===== config.mk =====
export PLATFORM = sky130hd
export DESIGN_NAME = fp8_group_scale_dequant_bf16
export DESIGN_NICKNAME = d
export VERILOG_FILES = /design/src/sv/fgsd_pkg.sv /design/src/sv/fgsd_lane.sv /design/src/sv/fp8_group_scale_dequant_bf16.sv
export SDC_FILE = /design/constraint.sdc
export NUM_CORES = 2
export LEC_CHECK = 0
export ABC_CLOCK_PERIOD_IN_PS = 26400
export BUFFER_PORTS_ARGS = -buffer_cell sky130_fd_sc_hd__buf_2
export CORE_ASPECT_RATIO = 0.7
export CORE_MARGIN = 1
export CORE_UTILIZATION = 40
export DETAILED_ROUTE_END_ITERATION = 8
export PLACE_DENSITY_LB_ADDON = 0.2
export SYNTH_ARGS = -nofsm -noshare
export SYNTH_HDL_FRONTEND = slang
export SYNTH_HIERARCHICAL = 1
export SYNTH_SLANG_ARGS = --single-unit

===== constraint.sdc =====
create_clock -name clock -period 26.4 [get_ports clock]
set_clock_uncertainty 0.1 [all_clocks]
set_input_delay 3.96 -clock clock [delete_from_list [all_inputs] [get_ports clock]]
set_output_delay 3.96 -clock clock [all_outputs]
set_load 0.01 [all_outputs]

===== src/sv/fgsd_pkg.sv =====
// Package: shared constants, types and the scale decode for the FP8 dequantizer.
`timescale 1ns / 1ps
package fgsd_pkg;
   localparam int CODE_W  = 8;
   localparam int SCALE_W = 32;
   localparam int VALUE_W = 16;
   localparam int MF_W    = 24;
   localparam int PROD_W  = 28;
   localparam logic [VALUE_W-1:0] BF16_QNAN = 16'h7FC0;
   localparam logic [VALUE_W-1:0] BF16_INF  = 16'h7F80;

   // decoded scale, shared by all lanes
   typedef struct packed {
      logic              sign;
      logic              is_nan;
      logic              is_inf;
      logic              is_zero;
      logic [MF_W-1:0]   mant;
      logic [7:0]        exp_eff;
   } scale_type;

   function automatic scale_type decode_scale(input logic [SCALE_W-1:0] s);
      scale_type r;
      r.sign    = s[31];
      r.is_nan  = (s[30:23] == 8'hFF) && (s[22:0] != 23'd0);
      r.is_inf  = (s[30:23] == 8'hFF) && (s[22:0] == 23'd0);
      r.is_zero = (s[30:0] == 31'd0);
      r.mant    = {(s[30:23] != 8'd0), s[22:0]};
      r.exp_eff = (s[30:23] == 8'd0) ? 8'd1 : s[30:23];
      return r;
   endfunction
endpackage


===== src/sv/fgsd_lane.sv =====
// One lane: FP8 decode, product with the scale, FP32 then BF16 rounding; two stages.
`timescale 1ns / 1ps
module fgsd_lane (
   input  logic                          clock,
   input  logic                          adv_0,
   input  logic                          adv_1,
   input  logic [fgsd_pkg::CODE_W-1:0]   code,
   input  fgsd_pkg::scale_type           scale,
   output logic [fgsd_pkg::VALUE_W-1:0]  value
);
   localparam logic [1:0] SPEC_NORMAL = 2'd0;
   localparam logic [1:0] SPEC_NAN    = 2'd1;
   localparam logic [1:0] SPEC_INF    = 2'd2;
   localparam logic [1:0] SPEC_ZERO   = 2'd3;

   logic [fgsd_pkg::PROD_W-1:0] prod_ff, prod_in;
   logic signed [9:0]           exp_ff, exp_in;
   logic                        sign_ff, sign_in;
   logic [1:0]                  spec_ff, spec_in;
   logic [fgsd_pkg::VALUE_W-1:0] value_ff, value_in;
   logic [3:0]                  m8;
   logic [3:0]                  e8;

   always_comb begin
      e8      = (code[6:3] == 4'd0) ? 4'd1 : code[6:3];
      m8      = {(code[6:3] != 4'd0), code[2:0]};
      sign_in = code[7] ^ scale.sign;
      prod_in = m8 * scale.mant;
      exp_in  = 10'(signed'({6'd0, e8})) + 10'(signed'({2'd0, scale.exp_eff})) - 10'sd160;
      if ((code[6:0] == 7'h7F) || scale.is_nan || (scale.is_inf && m8 == 4'd0))
         spec_in = SPEC_NAN;
      else if (scale.is_inf)
         spec_in = SPEC_INF;
      else if (m8 == 4'd0 || scale.is_zero)
         spec_in = SPEC_ZERO;
      else
         spec_in = SPEC_NORMAL;
   end

   always_ff @(posedge clock) begin
      if (adv_0) begin
         prod_ff <= prod_in;
         exp_ff  <= exp_in;
         sign_ff <= sign_in;
         spec_ff <= spec_in;
      end
      if (adv_1)
         value_ff <= value_in;
   end

   logic [4:0]          n;
   logic signed [10:0]  sh, sh2;
   logic [55:0]         wide;
   logic [27:0]         q;
   logic [27:0]         rem, half;
   logic [5:0]          shu;
   logic [31:0]         mag;
   logic [32:0]         rnd;
   logic [11:0]         ebits;

   always_comb begin
      n = 5'd0;
      for (int i = 0; i < fgsd_pkg::PROD_W; i++)
         if (prod_ff[i]) n = 5'(i);
      sh  = 11'(signed'({6'd0, n})) - 11'sd23;
      sh2 = -11'sd149 - 11'(exp_ff);
      if (sh2 > sh) sh = sh2;
      q = '0; rem = '0; half = '0; shu = '0; wide = '0;
      if (sh <= 0) begin
         shu  = 6'(-sh);
         wide = {28'd0, prod_ff} << shu;
         q    = wide[27:0];
      end else begin
         shu  = (sh > 11'sd28) ? 6'd28 : 6'(sh);
         wide = {prod_ff, 28'd0} >> shu;
         q    = wide[55:28];
         rem  = wide[27:0];
         half = 28'h8000000;
         if (rem > half || (rem == half && q[0]))
            q = q + 28'd1;
      end
      ebits = 12'(exp_ff) + 12'(sh) + 12'd149;
      mag   = {ebits[8:0], 23'd0} + {4'd0, q};
      if (q == 28'd0) mag = '0;
      if (ebits[11] == 1'b0 && ebits[10:9] != 2'd0) mag = 32'h7F800000;
      if (mag >= 32'h7F800000) mag = 32'h7F800000;
      rnd = {1'b0, mag} + 33'h7FFF + {32'd0, mag[16]};
      unique case (spec_ff)
         SPEC_NAN:  value_in = fgsd_pkg::BF16_QNAN;
         SPEC_INF:  value_in = {sign_ff, fgsd_pkg::BF16_INF[14:0]};
         SPEC_ZERO: value_in = {sign_ff, 15'd0};
         default:   value_in = {sign_ff, rnd[30:16]};
      endcase
   end

   assign value = value_ff;
endmodule


===== src/sv/fp8_group_scale_dequant_bf16.sv =====
// Top level: eight-lane FP8 E4M3FN group dequantizer with BF16 results.
//
// Takes one transfer per cycle while req_tready is high. Each lane decodes its
// code, multiplies the 4-bit significand by the 24-bit scale significand in the
// first stage, and rounds to FP32 then BF16 in the second register stage.
// While the output is held the first stage still takes a transfer into an empty
// slot; once both stages are full, req_tready falls.
`timescale 1ns / 1ps
module fp8_group_scale_dequant_bf16 #(
   parameter int LANES = 8
) (
   input  logic                          clock,
   input  logic                          reset,
   input  logic                          req_tvalid,
   output logic                          req_tready,
   // code lane 0 .. LANES-1, then group_scale
   input  logic [LANES*8+31:0]           req_tdata,
   input  logic                          req_tlast,
   output logic                          rsp_tvalid,
   input  logic                          rsp_tready,
   // value lane 0 .. LANES-1
   output logic [LANES*16-1:0]           rsp_tdata,
   output logic                          rsp_tlast
);
   logic v0_ff, v0_in, v1_ff, v1_in, l0_ff, l1_ff;
   logic adv_0, adv_1;
   fgsd_pkg::scale_type scale;

   assign adv_1      = v0_ff && (!v1_ff || rsp_tready);
   assign adv_0      = req_tvalid && req_tready;
   assign req_tready = !v0_ff || adv_1;
   assign v0_in      = adv_0 ? 1'b1 : (adv_1 ? 1'b0 : v0_ff);
   assign v1_in      = adv_1 ? 1'b1 : ((rsp_tready) ? 1'b0 : v1_ff);
   assign scale      = fgsd_pkg::decode_scale(req_tdata[LANES*8 +: 32]);

   always_ff @(posedge clock) begin
      if (reset) begin
         v0_ff <= 1'b0;
         v1_ff <= 1'b0;
      end else begin
         v0_ff <= v0_in;
         v1_ff <= v1_in;
      end
      if (adv_0) l0_ff <= req_tlast;
      if (adv_1) l1_ff <= l0_ff;
   end

   for (genvar g = 0; g < LANES; g++) begin : g_lane
      fgsd_lane u_lane (
         .clock (clock),
         .adv_0 (adv_0),
         .adv_1 (adv_1),
         .code  (req_tdata[g*8 +: 8]),
         .scale (scale),
         .value (rsp_tdata[g*16 +: 16])
      );
   end

   assign rsp_tvalid = v1_ff;
   assign rsp_tlast  = l1_ff;
endmodule


# Word-level counts from Yosys, hierarchy flattened
# Cells that the tools add are included.
# totals
ff_bits	460
input_bits	101
wordCells	673
# op_classes
addsub	88
multipliers	8
order_cmp	40
n_eq_ne	41
shift	16
mux	309
n_bitwise	16
n_reduce_logical	111
# ops
operator	count
$mux 32	16
$mux 5	96
$mux 28	16
$shr 56x6->56	8
$pmux 16 s3	8
$mux 4	72
$add 32x28->32	8
$ge 32x31->1 const B	8
$add 31x1->31	8
$add 31x15->31 const B	8
$mux 31	8
$add 28x1->28 const B	8
$eq 28x28->1 const B	8
$gt 28x28->1 const B	8
$logic_not 28->1	8
$mul 4x24->28	8
$shl 28x6->28	8
$add 10x11->12	8
$add 12x8->12 const B	8
$mux 3	32
$gt 11x11->1	8
$gt 11x6->1 const B	8
$le 11x1->1 const B	8
$mux 11	8
other kinds (26)	245

# Longest topological paths before layout
# depth
word_depth	46
mapped_depth	52
mapped_depth_nobuf	45

# By module
# Netlist, hierarchy kept.
# by_module_without_submodules
mod	instances	cells_per_inst	area_each_um2	seq_area_each_um2
fgsd_lane (g_lane[5].u_lane ...)	2	1721	12685.9	1711.6
fgsd_lane (g_lane[2].u_lane)	1	1781	13460.4	1711.6
fgsd_lane (g_lane[4].u_lane)	1	1757	13116.3	1711.6
fgsd_lane (g_lane[0].u_lane)	1	1743	13090.1	1711.6
fgsd_lane (g_lane[1].u_lane)	1	1715	13038.8	1711.6
fgsd_lane (g_lane[7].u_lane)	1	1663	12803.5	1711.6
fgsd_lane (g_lane[3].u_lane)	1	1666	12751.0	1711.6
fp8_group_scale_dequant_bf16	1	37	290.3	100.1

# Least setup slack after synthesis
# Ideal clock, no wire load.
# synth_timing
path_type	input -> register
from	input port rsp_tready
to	register g_lane[0].u_lane.exp_ff[0], enable pin
setup_ns	1.128
t_arrival_ns	19.819
setup_slack_ns	5.353
path_stages	2
n_path_buf	0
path_cell_list	nor2b_1 a21oi_1
# synth_via
elab_chain_cells	4
# synth_rtl
item	line	rtl
from (decl)	fp8_group_scale_dequant_bf16.sv:20	input logic rsp_tready,
$logic_or 1x1->1	fp8_group_scale_dequant_bf16.sv:29	assign adv_1 = v0_ff && (!v1_ff || rsp_tready);
$logic_and 1x1->1	fp8_group_scale_dequant_bf16.sv:29	
$logic_or 1x1->1	fp8_group_scale_dequant_bf16.sv:31	assign req_tready = !v0_ff || adv_1;
$logic_and 1x1->1	fp8_group_scale_dequant_bf16.sv:30	assign adv_0 = req_tvalid && req_tready;
named net adv_0	fp8_group_scale_dequant_bf16.sv:26	logic adv_0, adv_1;
to (signal assigned)	fgsd_lane.sv:43	exp_ff <= exp_in;
to (decl)	fgsd_lane.sv:17	logic signed [9:0] exp_ff, exp_in;
# The timed path passes the listed nets, and every way through them passes these cells.
# A chain may end at the register's enable or synchronous reset.

# Worst setup path after layout
# layout_timing
from	register g_lane[2].u_lane/prod_ff[17] (netlist name)
to	register g_lane[2].u_lane.value_ff, in the netlist g_lane[2].u_lane/value[14], data pin
# layout_via
elab_chain_cells	30
# layout_rtl
item	line	rtl
from (decl)	fgsd_lane.sv:16	logic [fgsd_pkg::PROD_W-1:0] prod_ff, prod_in;
from (signal assigned)	fgsd_lane.sv:42	prod_ff <= prod_in;
parallel branches: the longest is 24 deep, another holds $sub 5x5->6	n/a	
$mux 32 *	fgsd_lane.sv:85	if (ebits[11] == 1'b0 && ebits[10:9] != 2'd0) mag = 32'h7F800000;
$ge 32x31->1	fgsd_lane.sv:86	if (mag >= 32'h7F800000) mag = 32'h7F800000;
$mux 31 *	fgsd_lane.sv:86	
$add 31x15->31	fgsd_lane.sv:87	rnd = {1'b0, mag} + 33'h7FFF + {32'd0, mag[16]};
$add 31x1->31 *	fgsd_lane.sv:87	
$pmux 16 s3 *	fgsd_lane.sv:88	unique case (spec_ff)
named net g_lane[2].u_lane.value_in (one bit)	fgsd_lane.sv:20	logic [fgsd_pkg::VALUE_W-1:0] value_ff, value_in;
to (signal assigned)	fgsd_lane.sv:48	value_ff <= value_in;
to (decl)	fgsd_lane.sv:20	
# Mark *: on every way through the listed nets, which the timed path passes.

==> metrics.txt <==
port bufs 231; post-synthesis cell area 104000 µm²; ys flop type edfxtp_1; mean post-synth cell area 7.53 µm²; top cells by area, synth edfxtp_1 (13%), ha_1 (7.7%), fa_1 (7.2%), nand2_1 (5.6%), a21oi_1 (4.7%); CP Data Required Time 26.86 ns; post-synthesis mux area share 0.0493; Area Overhead vs Synth 5.98%; Post-synth top cells nand2_1 (1548), nor2_1 (1028), a21oi_1 (968); flops & latches, synth 460; Rel. slew slack 0.104; register area share after synthesis 0.133; Power, Total 16.8 mW; crit path DAT 15.18 ns; dpl hpwl 338000 µm; Buf/Inv on CP 7; clk slew on worst S/H paths 0.06 ns; fillcell total 26700; Max Clk Rate 67.9 MHz; pre-CTS WS 12.16 ns; PwrDens 153 nW/µm²; run status complete, but fails checks; All-Layer GR Usage 0.324; xor and xnor fraction of the mapped netlist area 0.0470; final setup violation count 0; antenna viol nets, final 0; Peak VDD IR 0.0000822 V; Cells after Synth 13800; Setup Buffers After CTS 0; CP delay by family, top compound AO/OA/AOI/OAI gates; Final Max Tran Viols 0; adder-cell share of the synthesized area 0.150; minimum clock period 14.72 ns; CTS Hold Buffers Added 0; Hold Fails Final Rpt 0; die width 611 µm; reported leakage power 43.9 nW; CTS Sinks 460; drt total wl 444000 µm; count leader, synth nand2_1; Worst Setup End Kind register; CTS Buf Count 66; Final Core Density 0.427; main combinational cell family by area after synthesis compound AO/OA/AOI/OAI gates; buffer depth of the longest clock path 3; startpoint class of the critical path register; area leader, netlist edfxtp_1; largest net degree at the start of global routing 125; Clk Latency, worst-skew pair 0.71 ns; # placed instances 16900; asr flop ratio synth 0; initial antenna violation count 28; DRT iter0 DRCs 16600; drt wl/cell 26.0 µm; post-CTS sizing 0; Worst Tran Pin Value 1.33 ns; Net Count, Synth 14900; Die H 428 µm; GP Congestion 1.05; final net count 14600; starting density of the core 0.402; failing checks design-rule violations; final setup margin 11.68 ns; Sw Pwr 10.4 mW; EDFF count, synth 458; I/O Pins 232; Pint 6.40 mW; slowest cell delay on critical path 0.79 ns; root buffer selected by CTS clkbuf_16; sw frac 0.620; Worst Hold Class register to register; Ys Warns 6; Die ar. 262000 µm²; critical path type register to register; Residual DRC 22; CTS H-tree depth 3; Rows 156; vias in the first global route 101000; first-pass GRT wire length 665000 µm; final setup TNS 0 ns; Max FO, Critical Path 50; RSZ-0062 raised after global routing no; Via-to-Cell Ratio 6.60; max_cap viols 0; Core Area 258000 µm²; Simple-Gate Fraction of Synth Area 0.251; CTS tree done; Clk pwr share 0.058; Seq pwr share 0.091; share of layout cells above drive strength 1 0.0866; final non-filler cell total 17100; Tcrit/Tclk final 0.558; total gr overflow 0; Synth Area in Compound Gates 0.297; Slowest cell on crit path nand4_1; Via Count 113000; Synth cell types 176; Combinational Power Share 0.852; post-synth top area share 0.132; drt first pass iters 9
stage by stage:
step	cell area [µm²]	hold slack (ns)
2_1_floorplan	104000	0.300
3_5_place_dp	108000	0.308
3_3_place_gp	108000	0.305
4_1_cts	110000	0.317
5_1_grt	110000	0.351
6_report	110000	0.316
metal layers:
| metal | up-vias | global-route usage | share of wire |
|---|---|---|---|
| met4 | 4 | 0.0768 | 0.028 |
| li1 | 51100 | - | - |
| met5 | - | 0.00255 | 0.00025 |
| met3 | 761 | 0.104 | 0.13 |
| met2 | 6909 | 0.418 | 0.37 |
| met1 | 53800 | 0.503 | 0.47 |
flip-flops by register name (all words and copies together), names as in the netlist:
| register | count |
|---|---|
| v0_ff | 1 |
| g_lane.u_lane/exp_ff | 80 |
| g_lane.u_lane/prod_ff | 224 |
| g_lane.u_lane/spec_ff | 16 |
| rsp_tlast | 1 |
| rsp_tvalid | 1 |
| l0_ff | 1 |
| g_lane.u_lane/value | 128 |
| g_lane.u_lane/sign_ff | 8 |
worst paths after layout:
kind / from / endpoint / slack, ns / cells after the start
max: g_lane[2].u_lane/prod_ff[17] / g_lane[2].u_lane/value[14] / 11.68 / 44
min: l0_ff / rsp_tlast / 0.32 / 0
max reg2reg: g_lane[2].u_lane/prod_ff[17] / g_lane[2].u_lane/value[14] / 11.68 / 44
min reg2reg: l0_ff / rsp_tlast / 0.32 / 0
cell families after synthesis:
logic type,count (synthesis)
AND/OR/NAND/NOR,5183
AO/OA/AOI/OAI,4297
buffers and inverters,1836
adder cells (fa/ha/maj),1019
XOR/XNOR,550
flip-flops,460
multiplexers,459
placed cells by master (no fill, tap or decap), types with 116 or more instances in the layout:
cell type	n
inv_1	951
xnor2_1	382
a21o_1	147
fa_1	376
o22ai_1	148
o211ai_1	213
nor2_1	1027
a211oi_1	235
nand2_1	1547
nor3_1	465
nand4_1	183
a31oi_1	199
buf_2	231
nand3_1	454
a21oi_1	967
ha_1	640
xor2_1	146
edfxtp_1	458
o21bai_1	196
and3_1	128
nor4_1	172
o21ai_0	555
buf_4	266
and2_1	393
or3_1	116
mux2i_1	375
area by class of cell:
| cell class | instances | area [µm²] | share of cell area |
|---|---|---|---|
| timing repair buffer | 498 | 3170 | 0.0288 |
| clock inverter | 46 | 522 | 0.00474 |
| tap | 3476 | 4350 | 0.0395 |
| sequential | 460 | 13800 | 0.125 |
| clock buffer | 73 | 1700 | 0.0154 |
| multi-input combinational | 11500 | 82900 | 0.752 |
| inverter | 987 | 3710 | 0.0337 |
| antenna | 10 | 25.0 | 0.000227 |
worst reg2reg max path, delay by kind of cell, from the launching register on:
kind	cells	cell delay [ns]
AND/OR/NAND/NOR	12	4.72
buffers and inverters	7	1.61
flip-flops	1	0.77
adder cells (fa/ha/maj)	5	1.62
XOR/XNOR	1	0.17
AO/OA/AOI/OAI	19	5.59
power by group through the flow:
stage | clock network, mW | registers (mW) | logic, mW
6_report | 0.971 | 1.53 | 14.3
5_1_grt | 1.02 | 1.54 | 15.3
4_1_cts | 1.00 | 1.49 | 13.7
3_5_place_dp | 0 | 1.50 | 13.6
3_3_place_gp | 0 | 1.50 | 13.8
2_1_floorplan | 0 | 1.20 | 9.99
(Power assumes the default switching activity.)
